<file path="src/hdl/bbsf_pkg.sv">
package bbsf_pkg;

    // Field widths fixed by the interface.
    localparam int COUNT_W     = 28;
    localparam int PRES_W      = 24;
    localparam int RR_W        = 16;
    localparam int SECS_W      = 24;
    localparam int SAMPLE_W    = 16;
    localparam int SLOT_W      = 9;
    localparam int RR_SLOT_W   = 5;
    localparam int CFG_IDX_W   = 8;
    localparam int CFG_DATA_W  = 24;
    localparam int DIVISOR_W   = 8;
    localparam int SUM_W       = 36;
    localparam int RECORDS_W   = 32;

    // Serial divider geometry.
    localparam int DIVIDEND_W  = SUM_W;
    localparam int DIV_CNT_W   = $clog2(DIVIDEND_W);

    // Framing.
    localparam int TICKS_PER_RECORD = 500;
    localparam int RR_PER_RECORD    = 25;
    localparam int RR_EVERY         = 20;
    localparam int RR_SUB_W         = $clog2(RR_EVERY);
    localparam int FLUSH_EVERY      = 10;
    localparam int FLUSH_W          = $clog2(FLUSH_EVERY);

    localparam int SAT_LIMIT   = 32767;
    localparam int FLOW_SHIFT  = 17;
    localparam int FLOW_MUL_SH = 15;

    // Register indexes.
    localparam logic [CFG_IDX_W-1:0] CFG_BASELINE_DELAY = 8'd0;
    localparam logic [CFG_IDX_W-1:0] CFG_BASELINE_AVG   = 8'd1;
    localparam logic [CFG_IDX_W-1:0] CFG_THORACIC_DIV   = 8'd2;
    localparam logic [CFG_IDX_W-1:0] CFG_ABDOMEN_DIV    = 8'd3;

    localparam logic [SECS_W-1:0]    RST_BASELINE_DELAY = 24'd1200;
    localparam logic [DIVISOR_W-1:0] RST_BASELINE_AVG   = 8'd50;
    localparam logic [DIVISOR_W-1:0] RST_THORACIC_DIV   = 8'd15;
    localparam logic [DIVISOR_W-1:0] RST_ABDOMEN_DIV    = 8'd11;

    typedef struct packed {
        logic [SLOT_W-1:0]    slot_index;
        logic                 rr_take;
        logic [RR_SLOT_W-1:0] rr_slot;
        logic                 record_end;
        logic                 header_flush_due;
    } t_frame;

endpackage

</file>
<file path="src/hdl/belt_baseline_scaler_framer_top.sv">
// Belt baseline scaler and framer. Each accepted tick yields exactly one
// result. One serial divider, one quotient bit per cycle over 36 bits, does
// every division: the two baseline averages on the tick that completes the
// baseline, then both belt samples on every tick. The input is not ready while
// a tick is in work, but a finished result waits in its own output register,
// so the next tick may enter meanwhile.
// Configuration writes are always taken and should only be made while the
// block is idle.
module belt_baseline_scaler_framer_top (
    input  logic                                   i_clk,
    input  logic                                   i_rst_n,

    input  logic                                   i_cfg_valid,
    output logic                                   o_cfg_ready,
    input  logic [bbsf_pkg::CFG_IDX_W-1:0]         i_cfg_index,
    input  logic [bbsf_pkg::CFG_DATA_W-1:0]        i_cfg_data,

    input  logic                                   i_valid,
    output logic                                   o_ready,
    input  logic [bbsf_pkg::COUNT_W-1:0]           i_thoracic_count,
    input  logic [bbsf_pkg::COUNT_W-1:0]           i_abdomen_count,
    input  logic signed [bbsf_pkg::PRES_W-1:0]     i_pressure_q16,
    input  logic [bbsf_pkg::RR_W-1:0]              i_rr_interval_ms,
    input  logic [bbsf_pkg::SECS_W-1:0]            i_elapsed_seconds,

    output logic                                   o_valid,
    input  logic                                   i_ready,
    output logic signed [bbsf_pkg::SAMPLE_W-1:0]   o_thoracic_sample,
    output logic signed [bbsf_pkg::SAMPLE_W-1:0]   o_abdomen_sample,
    output logic signed [bbsf_pkg::SAMPLE_W-1:0]   o_flow_sample,
    output logic [bbsf_pkg::SLOT_W-1:0]            o_slot_index,
    output logic                                   o_rr_take,
    output logic [bbsf_pkg::RR_SLOT_W-1:0]         o_rr_slot,
    output logic [bbsf_pkg::RR_W-1:0]              o_rr_value,
    output logic                                   o_record_end,
    output logic                                   o_header_flush_due,
    output logic                                   o_baseline_ready
);

    localparam int PROD_W = bbsf_pkg::PRES_W + bbsf_pkg::SAMPLE_W;

    typedef enum logic [3:0] {
        S_IDLE, S_ACC,
        S_BT_GO, S_BT_WT, S_BA_GO, S_BA_WT,
        S_ST_GO, S_ST_WT, S_SA_GO, S_SA_WT,
        S_FLOW1, S_FLOW2, S_FIN
    } t_state;

    t_state r_state;

    // Configuration.
    logic [bbsf_pkg::SECS_W-1:0]    r_cfg_delay;
    logic [bbsf_pkg::DIVISOR_W-1:0] r_cfg_avg;
    logic [bbsf_pkg::DIVISOR_W-1:0] r_cfg_tdiv;
    logic [bbsf_pkg::DIVISOR_W-1:0] r_cfg_adiv;

    // Baseline state.
    logic                           r_bvalid;
    logic [bbsf_pkg::COUNT_W-1:0]   r_base_t;
    logic [bbsf_pkg::COUNT_W-1:0]   r_base_a;
    logic [bbsf_pkg::SUM_W-1:0]     r_sum_t;
    logic [bbsf_pkg::SUM_W-1:0]     r_sum_a;
    logic [bbsf_pkg::DIVISOR_W-1:0] r_avg;

    // Tick in work.
    logic [bbsf_pkg::COUNT_W-1:0]         r_in_thor;
    logic [bbsf_pkg::COUNT_W-1:0]         r_in_abd;
    logic signed [bbsf_pkg::PRES_W-1:0]   r_in_pres;
    logic [bbsf_pkg::SECS_W-1:0]          r_in_secs;
    logic [bbsf_pkg::RR_W-1:0]            r_in_rr;
    bbsf_pkg::t_frame                     r_frame;
    logic                                 r_neg;
    logic signed [bbsf_pkg::SAMPLE_W-1:0] r_samp_t;
    logic signed [bbsf_pkg::SAMPLE_W-1:0] r_samp_a;
    logic signed [PROD_W-1:0]             r_prod;
    logic signed [bbsf_pkg::SAMPLE_W-1:0] r_flow;

    // Output register.
    logic                                 r_o_valid;
    logic signed [bbsf_pkg::SAMPLE_W-1:0] r_o_thor;
    logic signed [bbsf_pkg::SAMPLE_W-1:0] r_o_abd;
    logic signed [bbsf_pkg::SAMPLE_W-1:0] r_o_flow;
    bbsf_pkg::t_frame                     r_o_frame;
    logic [bbsf_pkg::RR_W-1:0]            r_o_rr;
    logic                                 r_o_bready;

    bbsf_pkg::t_frame                     frame;
    logic                                 accept;
    logic                                 div_start;
    logic                                 div_done;
    logic [bbsf_pkg::DIVIDEND_W-1:0]      div_dividend;
    logic [bbsf_pkg::DIVISOR_W-1:0]       div_divisor;
    logic [bbsf_pkg::DIVIDEND_W-1:0]      div_quot;

    logic [bbsf_pkg::COUNT_W-1:0]         sel_cnt;
    logic [bbsf_pkg::COUNT_W-1:0]         sel_base;
    logic [bbsf_pkg::DIVISOR_W-1:0]       sel_div;
    logic [bbsf_pkg::COUNT_W:0]           diff;
    logic [bbsf_pkg::COUNT_W:0]           mag;
    logic                                 diff_neg;
    logic [bbsf_pkg::SAMPLE_W-2:0]        q_sat;
    logic signed [bbsf_pkg::SAMPLE_W-1:0] samp;

    logic                                 take_avg;
    logic [bbsf_pkg::DIVISOR_W:0]         avg_inc;
    logic signed [PROD_W-1:0]             pres_ext;
    logic signed [PROD_W-1:0]             prod;
    logic signed [PROD_W-1:0]             biased;
    logic signed [PROD_W-1:0]             flow_q;
    logic signed [bbsf_pkg::SAMPLE_W-1:0] flow_sat;

    assign accept      = i_valid && (r_state == S_IDLE);
    assign o_ready     = (r_state == S_IDLE);
    assign o_cfg_ready = 1'b1;

    bbsf_frame u_frame (
        .i_clk   (i_clk),
        .i_rst_n (i_rst_n),
        .i_step  (accept),
        .o_frame (frame)
    );

    bbsf_div u_div (
        .i_clk      (i_clk),
        .i_rst_n    (i_rst_n),
        .i_start    (div_start),
        .i_dividend (div_dividend),
        .i_divisor  (div_divisor),
        .o_done     (div_done),
        .o_quot     (div_quot)
    );

    // Operand selection for the shared divider.
    always_comb begin
        sel_cnt  = (r_state == S_SA_GO) ? r_in_abd : r_in_thor;
        sel_base = (r_state == S_SA_GO) ? r_base_a : r_base_t;
        sel_div  = (r_state == S_SA_GO) ? r_cfg_adiv : r_cfg_tdiv;
        diff     = {1'b0, sel_cnt} - {1'b0, sel_base};
        diff_neg = diff[bbsf_pkg::COUNT_W];
        mag      = diff_neg ? (~diff + 1'b1) : diff;

        div_start    = 1'b0;
        div_dividend = r_sum_t;
        div_divisor  = r_avg;
        case (r_state)
            S_BT_GO: begin
                div_start = 1'b1;
            end
            S_BA_GO: begin
                div_start    = 1'b1;
                div_dividend = r_sum_a;
            end
            S_ST_GO, S_SA_GO: begin
                div_start    = 1'b1;
                div_dividend = bbsf_pkg::DIVIDEND_W'(mag);
                div_divisor  = (sel_div == '0) ? bbsf_pkg::DIVISOR_W'(1) : sel_div;
            end
            default: begin
                div_start = 1'b0;
            end
        endcase
    end

    // Saturate the quotient magnitude and restore the sign.
    always_comb begin
        if (div_quot > bbsf_pkg::DIVIDEND_W'(bbsf_pkg::SAT_LIMIT)) begin
            q_sat = (bbsf_pkg::SAMPLE_W - 1)'(bbsf_pkg::SAT_LIMIT);
        end else begin
            q_sat = div_quot[bbsf_pkg::SAMPLE_W-2:0];
        end
        samp = r_neg ? -$signed({1'b0, q_sat}) : $signed({1'b0, q_sat});
    end

    always_comb begin
        take_avg = !r_bvalid && (r_in_thor != '0) && (r_in_secs >= r_cfg_delay);
        avg_inc  = {1'b0, r_avg} + 1'b1;

        // pressure * 32767 as a shift and a subtraction.
        pres_ext = PROD_W'(r_in_pres);
        prod     = (pres_ext <<< bbsf_pkg::FLOW_MUL_SH) - pres_ext;

        // Arithmetic shift rounds toward minus infinity, so negative values
        // are biased first to truncate toward zero.
        biased = r_prod + (r_prod[PROD_W-1] ?
                 PROD_W'((1 << bbsf_pkg::FLOW_SHIFT) - 1) : PROD_W'(0));
        flow_q = biased >>> bbsf_pkg::FLOW_SHIFT;
        if (flow_q > PROD_W'(bbsf_pkg::SAT_LIMIT)) begin
            flow_sat = bbsf_pkg::SAMPLE_W'(bbsf_pkg::SAT_LIMIT);
        end else if (flow_q < -PROD_W'(bbsf_pkg::SAT_LIMIT)) begin
            flow_sat = -bbsf_pkg::SAMPLE_W'(bbsf_pkg::SAT_LIMIT);
        end else begin
            flow_sat = flow_q[bbsf_pkg::SAMPLE_W-1:0];
        end
    end

    always_ff @(posedge i_clk) begin
        if (!i_rst_n) begin
            r_cfg_delay <= bbsf_pkg::RST_BASELINE_DELAY;
            r_cfg_avg   <= bbsf_pkg::RST_BASELINE_AVG;
            r_cfg_tdiv  <= bbsf_pkg::RST_THORACIC_DIV;
            r_cfg_adiv  <= bbsf_pkg::RST_ABDOMEN_DIV;
        end else if (i_cfg_valid) begin
            case (i_cfg_index)
                bbsf_pkg::CFG_BASELINE_DELAY: r_cfg_delay <= i_cfg_data;
                bbsf_pkg::CFG_BASELINE_AVG:
                    r_cfg_avg <= i_cfg_data[bbsf_pkg::DIVISOR_W-1:0];
                bbsf_pkg::CFG_THORACIC_DIV:
                    r_cfg_tdiv <= i_cfg_data[bbsf_pkg::DIVISOR_W-1:0];
                bbsf_pkg::CFG_ABDOMEN_DIV:
                    r_cfg_adiv <= i_cfg_data[bbsf_pkg::DIVISOR_W-1:0];
                default: begin
                end
            endcase
        end
    end

    always_ff @(posedge i_clk) begin
        if (!i_rst_n) begin
            r_state   <= S_IDLE;
            r_o_valid <= 1'b0;
            r_bvalid  <= 1'b0;
            r_base_t  <= '0;
            r_base_a  <= '0;
            r_sum_t   <= '0;
            r_sum_a   <= '0;
            r_avg     <= '0;
        end else begin
            // In S_FIN the output valid is handled together with the load.
            if (r_o_valid && i_ready && (r_state != S_FIN)) begin
                r_o_valid <= 1'b0;
            end
            case (r_state)
                S_IDLE: begin
                    if (i_valid) begin
                        r_in_thor <= i_thoracic_count;
                        r_in_abd  <= i_abdomen_count;
                        r_in_pres <= i_pressure_q16;
                        r_in_secs <= i_elapsed_seconds;
                        r_in_rr   <= frame.rr_take ? i_rr_interval_ms : '0;
                        r_frame   <= frame;
                        r_state   <= S_ACC;
                    end
                end
                S_ACC: begin
                    r_prod  <= prod;
                    r_state <= S_ST_GO;
                    if (take_avg) begin
                        r_sum_t <= r_sum_t + bbsf_pkg::SUM_W'(r_in_thor);
                        r_sum_a <= r_sum_a + bbsf_pkg::SUM_W'(r_in_abd);
                        r_avg   <= avg_inc[bbsf_pkg::DIVISOR_W-1:0];
                        if (avg_inc >= {1'b0, r_cfg_avg}) begin
                            r_state <= S_BT_GO;
                        end
                    end
                end
                S_BT_GO: r_state <= S_BT_WT;
                S_BT_WT: begin
                    if (div_done) begin
                        r_base_t <= div_quot[bbsf_pkg::COUNT_W-1:0];
                        r_state  <= S_BA_GO;
                    end
                end
                S_BA_GO: r_state <= S_BA_WT;
                S_BA_WT: begin
                    if (div_done) begin
                        r_base_a <= div_quot[bbsf_pkg::COUNT_W-1:0];
                        r_bvalid <= 1'b1;
                        r_state  <= S_ST_GO;
                    end
                end
                S_ST_GO: begin
                    r_neg   <= diff_neg;
                    r_state <= S_ST_WT;
                end
                S_ST_WT: begin
                    if (div_done) begin
                        r_samp_t <= samp;
                        r_state  <= S_SA_GO;
                    end
                end
                S_SA_GO: begin
                    r_neg   <= diff_neg;
                    r_state <= S_SA_WT;
                end
                S_SA_WT: begin
                    if (div_done) begin
                        r_samp_a <= samp;
                        r_state  <= S_FLOW1;
                    end
                end
                S_FLOW1: begin
                    r_flow  <= flow_sat;
                    r_state <= S_FLOW2;
                end
                S_FLOW2: r_state <= S_FIN;
                S_FIN: begin
                    // Load the result once the previous one has been taken.
                    if (!r_o_valid || i_ready) begin
                        r_o_valid  <= 1'b1;
                        r_o_thor   <= r_samp_t;
                        r_o_abd    <= r_samp_a;
                        r_o_flow   <= r_flow;
                        r_o_frame  <= r_frame;
                        r_o_rr     <= r_in_rr;
                        r_o_bready <= r_bvalid;
                        r_state    <= S_IDLE;
                    end
                end
                default: r_state <= S_IDLE;
            endcase
        end
    end

    assign o_valid            = r_o_valid;
    assign o_thoracic_sample  = r_o_thor;
    assign o_abdomen_sample   = r_o_abd;
    assign o_flow_sample      = r_o_flow;
    assign o_slot_index       = r_o_frame.slot_index;
    assign o_rr_take          = r_o_frame.rr_take;
    assign o_rr_slot          = r_o_frame.rr_slot;
    assign o_rr_value         = r_o_rr;
    assign o_record_end       = r_o_frame.record_end;
    assign o_header_flush_due = r_o_frame.header_flush_due;
    assign o_baseline_ready   = r_o_bready;

endmodule

</file>
<file path="src/hdl/bbsf_div.sv">
module bbsf_div (
    input  logic                              i_clk,
    input  logic                              i_rst_n,
    input  logic                              i_start,
    input  logic [bbsf_pkg::DIVIDEND_W-1:0]   i_dividend,
    input  logic [bbsf_pkg::DIVISOR_W-1:0]    i_divisor,
    output logic                              o_done,
    output logic [bbsf_pkg::DIVIDEND_W-1:0]   o_quot
);

    logic                              r_busy;
    logic                              r_done;
    logic [bbsf_pkg::DIV_CNT_W-1:0]    r_cnt;
    logic [bbsf_pkg::DIVISOR_W-1:0]    r_rem;
    logic [bbsf_pkg::DIVISOR_W-1:0]    r_dvs;
    logic [bbsf_pkg::DIVIDEND_W-1:0]   r_quo;

    logic [bbsf_pkg::DIVISOR_W:0]      trial;
    logic [bbsf_pkg::DIVISOR_W:0]      diff;
    logic                              fits;
    logic [bbsf_pkg::DIVISOR_W-1:0]    n_rem;

    // Restoring division, one quotient bit per cycle. The dividend shifts
    // out of the top of r_quo while quotient bits shift in at the bottom.
    always_comb begin
        trial = {r_rem, r_quo[bbsf_pkg::DIVIDEND_W-1]};
        diff  = trial - {1'b0, r_dvs};
        fits  = (trial >= {1'b0, r_dvs});
        n_rem = fits ? diff[bbsf_pkg::DIVISOR_W-1:0] : trial[bbsf_pkg::DIVISOR_W-1:0];
    end

    always_ff @(posedge i_clk) begin
        if (!i_rst_n) begin
            r_busy <= 1'b0;
            r_done <= 1'b0;
            r_cnt  <= '0;
        end else begin
            r_done <= 1'b0;
            if (i_start) begin
                r_busy <= 1'b1;
                r_cnt  <= '0;
            end else if (r_busy) begin
                r_cnt <= r_cnt + 1'b1;
                if (r_cnt == bbsf_pkg::DIV_CNT_W'(bbsf_pkg::DIVIDEND_W - 1)) begin
                    r_busy <= 1'b0;
                    r_done <= 1'b1;
                end
            end
        end
    end

    always_ff @(posedge i_clk) begin
        if (i_start) begin
            r_rem <= '0;
            r_dvs <= i_divisor;
            r_quo <= i_dividend;
        end else if (r_busy) begin
            r_rem <= n_rem;
            r_quo <= {r_quo[bbsf_pkg::DIVIDEND_W-2:0], fits};
        end
    end

    assign o_done = r_done;
    assign o_quot = r_quo;

endmodule

</file>
<file path="src/hdl/bbsf_frame.sv">
module bbsf_frame (
    input  logic                i_clk,
    input  logic                i_rst_n,
    input  logic                i_step,
    output bbsf_pkg::t_frame    o_frame
);

    logic [bbsf_pkg::SLOT_W-1:0]    r_slot;
    logic [bbsf_pkg::RR_SUB_W-1:0]  r_sub;
    logic [bbsf_pkg::RR_SLOT_W-1:0] r_rr_cnt;
    logic [bbsf_pkg::RECORDS_W-1:0] r_records;
    logic [bbsf_pkg::FLUSH_W-1:0]   r_flush_cnt;

    logic [bbsf_pkg::SLOT_W:0]      slot_inc;
    logic [bbsf_pkg::RECORDS_W-1:0] rec_inc;
    logic                           take;
    logic                           rend;
    logic                           rec_wrap;
    logic                           flush_hit;

    always_comb begin
        slot_inc  = {1'b0, r_slot} + 1'b1;
        rec_inc   = r_records + 1'b1;
        take      = (r_sub == bbsf_pkg::RR_SUB_W'(bbsf_pkg::RR_EVERY - 1)) &&
                    (r_rr_cnt < bbsf_pkg::RR_SLOT_W'(bbsf_pkg::RR_PER_RECORD));
        rend      = (slot_inc >= (bbsf_pkg::SLOT_W + 1)'(bbsf_pkg::TICKS_PER_RECORD));
        // A record count that wraps to zero is a multiple of ten as well, and
        // the residue counter restarts from there.
        rec_wrap  = (rec_inc == '0);
        flush_hit = rec_wrap ||
                    (r_flush_cnt == bbsf_pkg::FLUSH_W'(bbsf_pkg::FLUSH_EVERY - 1));

        o_frame.slot_index       = r_slot;
        o_frame.rr_take          = take;
        o_frame.rr_slot          = take ? r_rr_cnt : '0;
        o_frame.record_end       = rend;
        o_frame.header_flush_due = rend && flush_hit;
    end

    always_ff @(posedge i_clk) begin
        if (!i_rst_n) begin
            r_slot      <= '0;
            r_sub       <= '0;
            r_rr_cnt    <= '0;
            r_records   <= '0;
            r_flush_cnt <= '0;
        end else if (i_step) begin
            if (rend) begin
                r_slot      <= '0;
                r_sub       <= '0;
                r_rr_cnt    <= '0;
                r_records   <= rec_inc;
                r_flush_cnt <= flush_hit ? '0 : r_flush_cnt + 1'b1;
            end else begin
                r_slot <= slot_inc[bbsf_pkg::SLOT_W-1:0];
                r_sub  <= (r_sub == bbsf_pkg::RR_SUB_W'(bbsf_pkg::RR_EVERY - 1)) ?
                          '0 : r_sub + 1'b1;
                if (take) begin
                    r_rr_cnt <= r_rr_cnt + 1'b1;
                end
            end
        end
    end

endmodule
</file>
<file path="config.mk">
export PLATFORM = sky130hd
export DESIGN_NAME = belt_baseline_scaler_framer_top
export DESIGN_NICKNAME = d
export VERILOG_FILES = /design/src/hdl/bbsf_pkg.sv /design/src/hdl/belt_baseline_scaler_framer_top.sv /design/src/hdl/bbsf_div.sv /design/src/hdl/bbsf_frame.sv
export SDC_FILE = /design/constraint.sdc
export NUM_CORES = 1
export LEC_CHECK = 0
export BUFFER_PORTS_ARGS = -buffer_cell sky130_fd_sc_hd__buf_2
export CORE_MARGIN = 2
export CORE_UTILIZATION = 45
export DETAILED_ROUTE_END_ITERATION = 10
export HOLD_SLACK_MARGIN = 0.02
export PLACE_DENSITY = 0.75
export SYNTH_ARGS = -nofsm -noshare
export SYNTH_HDL_FRONTEND = slang
export SYNTH_SLANG_ARGS = --single-unit
</file>
<file path="constraint.sdc">
create_clock -name i_clk -period 8.6 [get_ports i_clk]
set_input_delay 0.43 -clock i_clk [delete_from_list [all_inputs] [get_ports i_clk]]
set_output_delay 0.43 -clock i_clk [all_outputs]
set_load 0.02 [all_outputs]
</file>
==> After elaboration in Yosys (flattened, before gate mapping) <==
Cells that the tools add are included.
{ "totals": {"input_bits": 157, "elab_cells": 177, "ff_bits": 613} }
{ "op_classes": {"mux": 37, "n_lt_le_gt_ge": 8, "n_addsub": 15, "reduce_logical": 40, "bitwise_logic": 3, "n_eq_ne": 25} }
{ "op_table": {"columns": ["cell", "n"], "rows": [
  ["$add A36 B28 Y36", 2],
  ["$mux W36", 2],
  ["$pmux W36 S2", 1],
  ["$mux W28", 2],
  ["$pmux W4 S13", 1],
  ["$add A40 B18 Y40", 1],
  ["$sub A39 B24 Y40", 1],
  ["$gt A36 B15 Y1 const B", 1],
  ["$add A32 B1 Y32 const B", 1],
  ["$logic_not A32 Y1", 1],
  ["$mux W16", 2],
  ["$mux W8", 4],
  ["$add A29 B1 Y29 const B", 1],
  ["$mux W29", 1],
  ["$not A29 Y29", 1],
  ["$sub A28 B28 Y29", 1],
  ["$mux W4", 7],
  ["$reduce_bool A28 Y1", 1],
  ["$eq A4 B4 Y1 const B", 6],
  ["$ge A24 B24 Y1", 1],
  ["$reduce_and A2 Y1", 12],
  ["$gt A23 B16 Y1 const B", 1],
  ["$lt A23 B16 Y1 const B", 1],
  ["$mux W5", 4],
  ["37 further kinds", 72]
]} }

==> Logic depth before layout (Yosys ltp) <==
Gate-level depths: netlist (run 1).
{ "logic_depth": {"word_depth": 8, "depth_mapped": 21, "mapped_depth_nobuf": 17} }

==> Hierarchy <==
A second synthesis (run 1) with hierarchy kept.
{ "hier_totals": {"hier_cells": 3247, "hier_area_um2": 32618.8} }
{ "modules_own_cells": {"columns": ["module", "area_each_um2", "instances", "cells_per_inst", "seq_area_each_um2"], "rows": [
  ["belt_baseline_scaler_framer_top", 26320.2, 1, 2595, 13052.5],
  ["bbsf_frame", 3463.3, 1, 440, 1101.1],
  ["bbsf_div", 2835.2, 1, 212, 1641.6]
]} }

==> Least setup slack after synthesis (run 1) <==
OpenSTA, ideal clock, no wires.
{ "synth_timing": {"path_kind": "flip-flop to flip-flop", "start": "register r_state[2]", "end": "register r_frame[0] in the netlist's numbering (enable)", "required_ns": 7.964, "path_slack_ns": 0.537, "setup_ns": 0.636, "stages_incl_launch_ff": 7, "t_arrival_ns": 7.427, "cell_sequence": "dfxtp_1 > clkbuf_1 > or2_2 > nor3_1 > nand2_1 > clkbuf_1 > nor2_1"} }
{ "synth_between": {"elab_chain_len": 2} }
{ "synth_lines": {"columns": ["item", "line", "source"], "rows": [
  ["from (decl)", "belt_baseline_scaler_framer_top.sv:49", "t_state r_state;"],
  ["from (signal assigned)", "belt_baseline_scaler_framer_top.sv:219", "r_state <= S_IDLE;"],
  ["from (signal assigned)", "belt_baseline_scaler_framer_top.sv:241", "r_state <= S_ACC;"],
  ["from (signal assigned)", "belt_baseline_scaler_framer_top.sv:246", "r_state <= S_ST_GO;"],
  ["$logic_not A4 Y1", null, null],
  ["named net o_ready", "belt_baseline_scaler_framer_top.sv:19", "output logic o_ready,"],
  ["$reduce_and A3 Y1 (no source line)", null, null],
  ["to (signal assigned)", "belt_baseline_scaler_framer_top.sv:240", "r_frame <= frame;"],
  ["to (decl)", "belt_baseline_scaler_framer_top.sv:71", "bbsf_pkg::t_frame r_frame;"]
]} }
The timed path passes the listed nets, and every way through them passes these cells.
A chain may end at the register's enable or synchronous reset.

==> Final worst setup path (run 1) <==
{ "layout_timing": {"start": "register r_state[3]", "end": "register u_div.r_quo, in the netlist u_div.o_quot[27] (data pin)"} }
{ "layout_between": {"elab_chain_len": 8, "word_cells_on_any_way": 15, "cone_classes": "add/sub: 2; eq/ne: 4; mux: 6; bitwise: 1; reduce/logical: 2"} }
{ "layout_lines": {"columns": ["item", "line", "source"], "rows": [
  ["$eq A4 B4 Y1", "belt_baseline_scaler_framer_top.sv:135, belt_baseline_scaler_framer_top.sv:136, belt_baseline_scaler_framer_top.sv:145", null],
  ["$mux W28, on equally long branches", "belt_baseline_scaler_framer_top.sv:135, belt_baseline_scaler_framer_top.sv:136", null],
  ["$sub A28 B28 Y29", "belt_baseline_scaler_framer_top.sv:138", "diff = {1'b0, sel_cnt} - {1'b0, sel_base};"],
  ["$not A29 Y29", "belt_baseline_scaler_framer_top.sv:140", "mag = diff_neg ? (~diff + 1'b1) : diff;"],
  ["$add A29 B1 Y29", "belt_baseline_scaler_framer_top.sv:140", null],
  ["$mux W29", "belt_baseline_scaler_framer_top.sv:140", null],
  ["$pmux W36 S2", "belt_baseline_scaler_framer_top.sv:145", "case (r_state)"],
  ["$mux W36 (*)", "bbsf_div.sv:53", "if (i_start) begin"],
  ["to (signal assigned)", "bbsf_div.sv:56", "r_quo <= i_dividend;"],
  ["to (signal assigned)", "bbsf_div.sv:59", "r_quo <= {r_quo[bbsf_pkg::DIVIDEND_W-2:0], fits};"],
  ["to (decl)", "bbsf_div.sv:16", "logic [bbsf_pkg::DIVIDEND_W-1:0] r_quo;"]
]} }
Every way passes the cells marked *; elsewhere a longest branch is shown, timed or not.

==> results.yml, run 1 <==
synth:
  synth_mux_area_frac: 0.0360
  synth_ff_type: "edfxtp_1"
  ys_seq_area_frac: 0.487
  synth_compound_area_frac: 0.155
  syn_area_mm2: 0.0324
  yosysTopAreaCellShare: 0.326
  ys_seq_elements: 613
  synth-edff-count: 352
  synth_top_cell_by_area: "edfxtp_1"
  ys_async_sr_fraction: 0
  synth_top_family_by_area: "simple AND/OR/NAND/NOR gates"
  yosys_warnings: 0
  synthTopCellsByCount: "nand2_1 (431), edfxtp_1 (352), a21oi_1 (296)"
  syn_nets: 3639
  yosys.area_share.xor_xnor: 0.0543
  synthSimpleGateAreaFrac: 0.165
  synth_fa_ha_area_frac: 0.0700
  synthDistinctLibCells: 88
  yosysMostFrequentCell: "nand2_1"
  syn_inst: 3303
  synth.area.top_cells: "edfxtp_1 (33%), dfxtp_1 (16%), ha_1 (6.8%), nand2_1 (5.0%), a21oi_1 (4.6%)"
  syn_avg_cell_area_um2: 9.82
clocking:
  cts_max_path_buffers: 3
  clock_latency_ns: 0.62
  path_clk_slew_ns: 0.06
  cts_root_buf: "clkbuf_16"
  cts_buffers: 69
  cts_resized: 0
  ctsHtreeMaxLevel: 3
  cts.sinks: 613
  postCtsSetupRepairBufs: 0
  cts_tree: "built"
power_and_ir_drop:
  p_seq_frac: 0.415
  max-vdd-ir-drop_mv: 0.166
  p_int_w: 0.00638
  power_density_mw_per_mm2: 254
  clockPowerShare: 0.311
  p_switching_w: 0.00324
  netSwitchingFraction: 0.337
  p_leak_nw: 14.4
  combinationalPowerShare: 0.273
route:
  route.final.wire_length_um: 86800
  firstDrtPassIters: 6
  drtAntennaViolNets: 0
  vias: 26092
  drtIter0Drc: 2277
  drc_errors: 0
  avgViaCountPerCell: 5.66
  wl_per_cell_um: 18.8
timing:
  setup_viol: 0
  clock_skew_ns: 0.0281
  whs_ns: 0.0611
  tightest_slew_ns: 1.13
  min_period_over_period: 0.749
  drv_slew: 0
  layout_min_cycle_time_ns: 6.44
  setup-tns-final_ns: 0
  slew_headroom: 0.243
  fmaxAchievable_ghz: 0.155
  rsz0062_at_grt: "false"
  hold_viol: 0
finish:
  final_layout_size_suffix_gt1_frac: 0.122
  areaGrowthSynthToFinish_pct: 16.8
  fillers: 6296
  num-nets-final: 3936
die:
  core_area_mm2: 0.0714
  ios: 242
  start_util: 0.454
  dieArea_mm2: 0.0742
  die_h_um: 272
  num_rows: 98
  die_w_um: 272
worst_setup_path:
  path_max_fanout: 28
  start_kind: "flip-flop"
  crit_type: "reg -> reg"
  worstSetupEndpointType: "flip-flop"
  crit_arrival_ns: 6.78
  required_ns: 8.95
global_route:
  grt_usage: 0.230
  grt_first_pass_wirelength_um: 136000
  grt_pass1_vias: 24822
  antenna_found_initial: 3
  grt_start_max_net_pins: 138
  overflow: 0
min_path:
  min_path_type: "in -> reg"
run:
  drv_cap: 0
placement:
  dp_hpwl_um: 60400
  portBuffers: 240
  place_congestion: 0.954
run_status:
  status: "finished, final reports clean"
[timing repair]
action                                  CTS  global route
endpoints found under the setup margin    0             0
endpoints found under the hold margin   104             0
hold buffers                            104             0
[worst paths after layout]
check	start	end	slack [ns]	cells after the start
setup / recovery	r_state[3]$_SDFFE_PN0P_	u_div.o_quot[27]$_DFFE_PP_	2.16	17
hold / removal	i_cfg_data[17]	r_cfg_delay[17]$_SDFFE_PN0P_	0.06	3
setup reg to reg	r_state[3]$_SDFFE_PN0P_	u_div.o_quot[27]$_DFFE_PP_	2.16	17
hold reg to reg	r_samp_a[3]$_DFFE_PP_	o_abdomen_sample[3]$_DFFE_PP_	0.42	0
[cells in the final DEF (no fill, tap or decap), types with 25 or more instances in the layout]
cell type	synthesis	routed
a21o_1	74	73
a21oi_1	296	295
a31oi_1	32	32
and2_1	25	25
and3_1	56	55
buf_2	12	240
clkbuf_16	0	69
dfxtp_1	261	261
dlygate4sd3_1	0	104
edfxtp_1	352	352
ha_1	175	175
inv_1	123	123
mux2_2	30	30
mux2i_1	83	83
nand2_1	431	431
nand2b_1	31	30
nand3_1	73	73
nand4_1	35	35
nor2_1	229	226
nor3_1	81	79
nor4_1	29	29
o21a_1	44	44
o21ai_0	123	123
o22ai_1	34	34
or3_1	36	36
xnor2_1	135	135
xor2_1	64	64
[kinds of logic (layout without fill, tap and decap cells)]
| group | after synthesis | after routing |
|---|---|---|
| flip-flops | 613 | 613 |
| AND/OR/NAND/NOR | 1125 | 1125 |
| multiplexers | 113 | 113 |
| adder cells (fa/ha/maj) | 179 | 179 |
| XOR/XNOR | 200 | 200 |
| AO/OA/AOI/OAI | 804 | 804 |
| buffers and inverters | 268 | 622 |
| other | 1 | 5 |
[final cells by class]
class / instances / area, um2 / area share
inverter: 125 / 474 / 0.0125
clock inverter: 42 / 474 / 0.0125
antenna: 4 / 10.0 / 0.000264
tap: 950 / 1190 / 0.0314
sequential: 613 / 15800 / 0.417
timing repair buffer: 369 / 2440 / 0.0645
multi-input combinational: 2422 / 15700 / 0.413
clock buffer: 86 / 1830 / 0.0483
[per-layer routing]
metal | part of all wire | wire [um] | up-vias | GRT usage
met5 | 0 | 0 | - | 0
met4 | 0.024 | 2120 | 0 | 0.0665
met3 | 0.063 | 5470 | 145 | 0.0342
met2 | 0.47 | 41100 | 807 | 0.381
met1 | 0.44 | 38100 | 12492 | 0.311
li1 | - | - | 12648 | -
[through the flow]
step / utilization / total power (W) / cells / instance area, um2 / setup slack (ns)
2_1_floorplan: - / 0.00582 / 3303 / 32400 / 0.537
3_3_place_gp: 0.484 / 0.00653 / 4375 / 34500 / 2.45
3_5_place_dp: 0.484 / 0.00658 / 4375 / 34500 / 2.29
4_1_cts: 0.531 / 0.00962 / 4607 / 37900 / 2.28
5_1_grt: 0.531 / 0.0101 / 4610 / 37900 / 1.80
6_report: 0.531 / 0.00962 / 4611 / 37900 / 2.16
[critical path, cell delays in order (launching register included)]
cell and delay (ns):
dfxtp_1 0.61, nand2b_1 0.21, nor2_4 0.91, buf_4 0.52, mux2i_1 0.28, ha_1 0.19, inv_1 0.05, fa_1 0.41
a21o_1 0.24, a221oi_2 0.51, o21a_1 0.32, o211ai_1 0.14, xor2_1 0.21, nor4_2 0.62, nand4_1 0.37, o41ai_2 0.33
xor2_1 0.17, o21ai_1 0.07
[power by group through the flow]
stage               Clock, W  Sequential, W  Combinational (W)
floorplan                  0        0.00385            0.00197
global placement           0        0.00403            0.00250
detailed placement         0        0.00404            0.00254
CTS                  0.00305        0.00398            0.00259
global route         0.00317        0.00403            0.00291
finish               0.00299        0.00400            0.00263
[registers in the layout, indices dropped and copies added (netlist names), 17 cells and up]
| register | cells |
|---|---|
| r_sum_a | 36 |
| r_sum_t | 36 |
| r_frame | 17 |
| r_in_thor | 28 |
| r_base_t | 28 |
| u_frame.r_records | 32 |
| r_in_abd | 28 |
| r_prod | 40 |
| r_in_secs | 24 |
| u_div.o_quot | 36 |
| r_cfg_delay | 24 |
| r_in_pres | 24 |
| r_base_a | 28 |
Power figures use the tool's default switching activity.
==> run 2: changes to the inputs <==
--- a/config.mk
+++ b/config.mk
@@ -10,7 +10,7 @@
 export CORE_UTILIZATION = 45
 export DETAILED_ROUTE_END_ITERATION = 10
 export HOLD_SLACK_MARGIN = 0.02
-export PLACE_DENSITY = 0.75
+export PLACE_DENSITY = 0.77
 export SYNTH_ARGS = -nofsm -noshare
 export SYNTH_HDL_FRONTEND = slang
 export SYNTH_SLANG_ARGS = --single-unit
==> constraint.sdc (replaced) <==
create_clock -name i_clk -period 5.7 [get_ports i_clk]
set_input_delay 0.285 -clock i_clk [delete_from_list [all_inputs] [get_ports i_clk]]
set_output_delay 0.285 -clock i_clk [all_outputs]
set_load 0.02 [all_outputs]
==> run 2 against run 1 <==
Against the previous run:
- clock-buffer cell count shrank 3
- register-to-register slack lost 1.6 ns
- cell area grew 1.3%
- combinational power grew 54%
- via count grew 1.8%
- first-iteration DRC count shrank 7.6%
- utilization grew 0.71 points
- hold slack gained 0.068 ns
- flip-flop and latch count is the same
- setup slack lost 1.6 ns
- total power grew 51%
- highest routed layer unchanged
==> results.yml, run 2 (synthesis results as in run 1) <==
placement:
  pre_cts_ws_ns: 0.689
  place_congestion: 0.941
  dp_hpwl_um: 60700
  portBuffers: 240
worst_setup_path:
  worst-r2r-cell-count: 17
  worst-r2r-setup-slack_ns: 0.60
  crit_arrival_ns: 5.46
  worstSetupEndpointType: "flip-flop"
  crit_type: "reg -> reg"
  crit_family: "compound AO/OA/AOI/OAI gates"
  crit_buf_inv: 2
  start_kind: "flip-flop"
  rr_endpoint: "u_div.o_quot[27]$_DFFE_PP_"
  slowest_stage: "a2111oi_4"
  cpMostUsedCell: "o21ai_1"
  path_max_fanout: 29
  crit_chain: "or2_2, nor2_4, buf_12, mux2i_1, ha_1, inv_1, fa_1, a21o_1, a221oi_2, o21a_1, o21ai_1, xnor2_2, a2111oi_4, nand4_1, o41ai_2, xor2_1, o21ai_1"
  required_ns: 6.05
  slowest_delay_ns: 0.48
  r2r-start: "r_state[2]$_SDFFE_PN0P_"
clocking:
  clock_latency_ns: 0.63
  cts.sinks: 613
  cts_buffers: 68
  cts_max_path_buffers: 3
  cts_root_buf: "clkbuf_16"
  ctsHtreeMaxLevel: 3
  path_clk_slew_ns: 0.06
  cts_tree: "built"
route:
  vias: 26558
  avgViaCountPerCell: 5.70
  firstDrtPassIters: 6
  drc_errors: 0
  drtAntennaViolNets: 0
  wl_per_cell_um: 18.9
  drtIter0Drc: 2104
  route.final.wire_length_um: 88300
global_route:
  antenna_found_initial: 4
  grt_start_max_net_pins: 89
  overflow: 0
  grt_pass1_vias: 25630
  grt_first_pass_wirelength_um: 138000
  grt_usage: 0.234
finish:
  final_layout_size_suffix_gt1_frac: 0.124
  areaGrowthSynthToFinish_pct: 18.4
  top_register: "r_prod"
  layout_commonest_cell: "nand2_1"
  largest_reg_flops: 40
  final_cell_mix: "nand2_1 (431), edfxtp_1 (352), a21oi_1 (295)"
  num-nets-final: 3988
  utilization: 0.538
min_path:
  min_from: "i_ready"
  min_to: "o_valid$_SDFF_PN0_"
  min_path_type: "in -> reg"
  min_path_cells: 3
die:
  core_area_mm2: 0.0714
  start_util: 0.454
  dieArea_mm2: 0.0742
  num_rows: 98
  die_w_um: 272
  ios: 242
  die_h_um: 272
timing:
  tightest_slew_ns: 1.19
  postLayoutSetupSlackWorst_ns: 0.596
  setup_viol: 0
  fmaxAchievable_ghz: 0.196
  slew_headroom: 0.204
  drv_slew: 0
  setup-tns-final_ns: 0
  hold_viol: 0
  layout_min_cycle_time_ns: 5.10
  rsz0062_at_grt: "false"
  clock_skew_ns: 0.0323
  min_period_over_period: 0.895
run:
  drv_cap: 0
power_and_ir_drop:
  power_w: 0.0145
  power_density_mw_per_mm2: 379
  p_leak_nw: 14.7
  max-vdd-ir-drop_mv: 0.301
run_status:
  status: "finished, final reports clean"
-- run 2: through the flow --
step	std cells	cell area (um2)	hold WS (ns)
2_1_floorplan	3303	32400	0.384
3_3_place_gp	4387	34600	0.400
3_5_place_dp	4387	34600	0.405
4_1_cts	4658	38400	0.140
5_1_grt	4662	38400	0.176
6_report	4662	38400	0.130
-- run 2: repair_timing --
item	4_1_cts	5_1_grt
resized for setup	0	0
setup buffers	0	0
hold buffers	145	0
endpoints found under the hold margin	168	0
-- run 2: area by class of cell --
class / count / area (um2)
Antenna cell: 4 / 10.0
Clock buffer: 83 / 1810
Clock inverter: 43 / 469
Fill cell: 6181 / 33000
Inverter: 125 / 474
Multi-Input combinational cell: 2422 / 15700
Sequential cell: 613 / 15800
Tap cell: 950 / 1190
Timing Repair Buffer: 422 / 2970
-- run 2: how the worst max path moves through the flow --
stage,from,to,cells after the start
2_1_floorplan,r_state[2]$_SDFFE_PN0P_,u_div.o_quot[27]$_DFFE_PP_,19
3_5_place_dp,r_state[2]$_SDFFE_PN0P_,u_div.o_quot[27]$_DFFE_PP_,17
3_3_place_gp,r_state[2]$_SDFFE_PN0P_,u_div.o_quot[27]$_DFFE_PP_,17
6_report,r_state[2]$_SDFFE_PN0P_,u_div.o_quot[27]$_DFFE_PP_,17
4_1_cts,r_state[2]$_SDFFE_PN0P_,u_div.o_quot[27]$_DFFE_PP_,17
5_1_grt,r_state[2]$_SDFFE_PN0P_,u_div.o_quot[10]$_DFFE_PP_,18
-- run 2: worst register-to-register path, cell delays in order (launching register included) --
cell and delay (ns):
dfxtp_1 0.40, or2_2 0.38, nor2_4 0.17, buf_12 0.24, mux2i_1 0.26, ha_1 0.20, inv_1 0.06, fa_1 0.39
a21o_1 0.24, a221oi_2 0.47, o21a_1 0.33, o21ai_1 0.13, xnor2_2 0.20, a2111oi_4 0.48, nand4_1 0.32, o41ai_2 0.33
xor2_1 0.17, o21ai_1 0.07
-- run 2: power by group --
group | total (W) | internal (W) | switching (W)
clock | 0.00448 | 0.00258 | 0.00190
sequential | 0.00602 | 0.00542 | 0.000606
combinational | 0.00404 | 0.00162 | 0.00243
total | 0.0145 | 0.00961 | 0.00493
-- run 2: layer usage --
metal  global-route usage  vias up  share of wire
met5                    0        -              0
met4               0.0911        0          0.035
met3               0.0427      193          0.068
met1                0.304    12681           0.43
met2                0.386      936           0.47
li1                     -    12748              -
==> run 3: changes to the inputs <==
--- a/config.mk
+++ b/config.mk
@@ -10,7 +10,7 @@
 export CORE_UTILIZATION = 45
 export DETAILED_ROUTE_END_ITERATION = 10
 export HOLD_SLACK_MARGIN = 0.02
-export PLACE_DENSITY = 0.77
+export PLACE_DENSITY = 0.64
 export SYNTH_ARGS = -nofsm -noshare
 export SYNTH_HDL_FRONTEND = slang
 export SYNTH_SLANG_ARGS = --single-unit
==> run 3 against run 2 <==
Against the previous run:
- maximum frequency increased by 0.58%
- cell area fell by 0.11%
- via count shrank 3.1%
- clock skew rose by 0.0048 ns
- non-clock buffer count increased by 1
- largest cell class unchanged
- setup slack improved by 0.030 ns
==> results.yml, run 3 (synthesis results as in run 1) <==
die:
  num_rows: 98
  dieArea_mm2: 0.0742
  die_h_um: 272
  start_util: 0.454
  die_w_um: 272
  core_area_mm2: 0.0714
  ios: 242
run:
  drv_cap: 0
clocking:
  postCtsSetupRepairBufs: 0
  cts_tree: "built"
  clock_latency_ns: 0.62
  ctsHtreeMaxLevel: 3
  path_clk_slew_ns: 0.06
  cts.sinks: 613
  cts_max_path_buffers: 3
  cts_root_buf: "clkbuf_16"
  cts_buffers: 68
run_status:
  status: "finished, final reports clean"
global_route:
  antenna_found_initial: 2
  overflow: 0
  grt_usage: 0.229
  grt_pass1_vias: 24494
  grt_first_pass_wirelength_um: 135000
  grt_start_max_net_pins: 98
finish:
  num-nets-final: 3989
  final_layout_size_suffix_gt1_frac: 0.122
  final_cell_mix: "nand2_1 (431), edfxtp_1 (352), a21oi_1 (295)"
  layout_commonest_cell: "nand2_1"
  areaGrowthSynthToFinish_pct: 18.3
  diodes: 0
  largest_reg_flops: 40
  top_register: "r_prod"
power_and_ir_drop:
  max-vdd-ir-drop_mv: 0.268
  power_density_mw_per_mm2: 378
  p_leak_nw: 14.6
worst_setup_path:
  crit_arrival_ns: 5.51
  slowest_stage: "a221oi_2"
  slowest_delay_ns: 0.51
  r2r-start: "r_state[2]$_SDFFE_PN0P_"
  crit_family: "compound AO/OA/AOI/OAI gates"
  worst-r2r-setup-slack_ns: 0.63
  crit_chain: "or2_2, nor2_4, buf_12, mux2_2, ha_1, a21o_1, a221oi_2, o21a_1, o21ai_1, xnor2_2, a2111oi_4, and4b_1, a31oi_1, xnor2_1, a211oi_1"
  required_ns: 6.14
  rr_endpoint: "u_div.o_quot[24]$_DFFE_PP_"
  worstSetupEndpointType: "flip-flop"
  start_kind: "flip-flop"
  crit_buf_inv: 1
  worst-r2r-cell-count: 15
  crit_type: "reg -> reg"
  path_max_fanout: 22
timing:
  layout_min_cycle_time_ns: 5.07
  setup_viol: 0
  hold_viol: 0
  whs_ns: 0.156
  tightest_slew_ns: 1.11
  clock_skew_ns: 0.0371
  min_period_over_period: 0.890
  fmaxAchievable_ghz: 0.197
  drv_slew: 0
  slew_headroom: 0.257
  setup-tns-final_ns: 0
  rsz0062_at_grt: "false"
min_path:
  min_path_cells: 3
  min_to: "o_valid$_SDFF_PN0_"
  min_path_type: "in -> reg"
  min_from: "i_ready"
route:
  drtIter0Drc: 1832
  wl_per_cell_um: 18.5
  route.final.wire_length_um: 86300
  vias: 25726
  drtAntennaViolNets: 0
  firstDrtPassIters: 5
  avgViaCountPerCell: 5.53
  drc_errors: 0
placement:
  portBuffers: 240
  place_congestion: 0.925
  dp_hpwl_um: 61400
run 3: changes by cell type in the layout (fill, tap and decap cells not counted), sizes merged, moves of 2 or more:
cell / previous run / this run
diode: 4 / 0
inv: 133 / 129
clkinv: 20 / 15
clkbuf: 83 / 89
clkinvlp: 9 / 7
run 3: layout make-up:
| class | count | area, um2 |
|---|---|---|
| Clock inverter | 33 | 389 |
| Inverter | 125 | 474 |
| Sequential cell | 613 | 15800 |
| Multi-Input combinational cell | 2422 | 15700 |
| Timing Repair Buffer | 423 | 2970 |
| Tap cell | 950 | 1190 |
| Clock buffer | 89 | 1860 |
| Fill cell | 6419 | 33000 |
run 3: timing repair:
item	CTS	global route
hold buffers	146	0
resized for setup	0	0
endpoints found under the hold margin	168	0
run 3: through the flow:
step / instances / cell area, um2 / worst slack (ns) / utilization / total power (W)
after global routing: 4655 / 38300 / 0.322 / 0.537 / 0.0153
after detailed placement: 4387 / 34600 / 0.701 / 0.485 / 0.00999
after global placement: 4387 / 34600 / 0.744 / 0.485 / 0.00995
after floorplan: 3303 / 32400 / 0.697 / - / 0.00876
final: 4655 / 38300 / 0.625 / 0.537 / 0.0145
after CTS: 4655 / 38300 / 0.666 / 0.537 / 0.0146
run 3: worst max path at each step:
stage	cells after the start	to	from
detailed placement	15	u_div.o_quot[27]$_DFFE_PP_	r_state[2]$_SDFFE_PN0P_
CTS	15	u_div.o_quot[27]$_DFFE_PP_	r_state[2]$_SDFFE_PN0P_
floorplan	19	u_div.o_quot[27]$_DFFE_PP_	r_state[2]$_SDFFE_PN0P_
global route	15	u_div.o_quot[27]$_DFFE_PP_	r_state[2]$_SDFFE_PN0P_
finish	15	u_div.o_quot[24]$_DFFE_PP_	r_state[2]$_SDFFE_PN0P_
global placement	15	u_div.o_quot[27]$_DFFE_PP_	r_state[2]$_SDFFE_PN0P_
run 3: metal layers:
| layer | up-vias | global-route usage | wire length (um) |
|---|---|---|---|
| met3 | 122 | 0.0339 | 4670 |
| li1 | 12755 | - | - |
| met1 | 12191 | 0.316 | 39600 |
| met2 | 656 | 0.376 | 40000 |
| met5 | - | 0 | 13 |
| met4 | 2 | 0.0620 | 2030 |
run 3: where the power goes:
group          leakage [nW]  switching [W]  internal, W  total (W)
logic                  8.23        0.00240      0.00160    0.00400
registers              5.34       0.000613      0.00542    0.00603
clock network          1.08        0.00182      0.00264    0.00446
run 3: worst register-to-register path, cell delays in order (launching register included):
cell and delay (ns):
dfxtp_1 0.40, or2_2 0.37, nor2_4 0.19, buf_12 0.22, mux2_2 0.38, ha_1 0.45, a21o_1 0.26, a221oi_2 0.51
o21a_1 0.31, o21ai_1 0.13, xnor2_2 0.21, a2111oi_4 0.50, and4b_1 0.44, a31oi_1 0.16, xnor2_1 0.15, a211oi_1 0.23
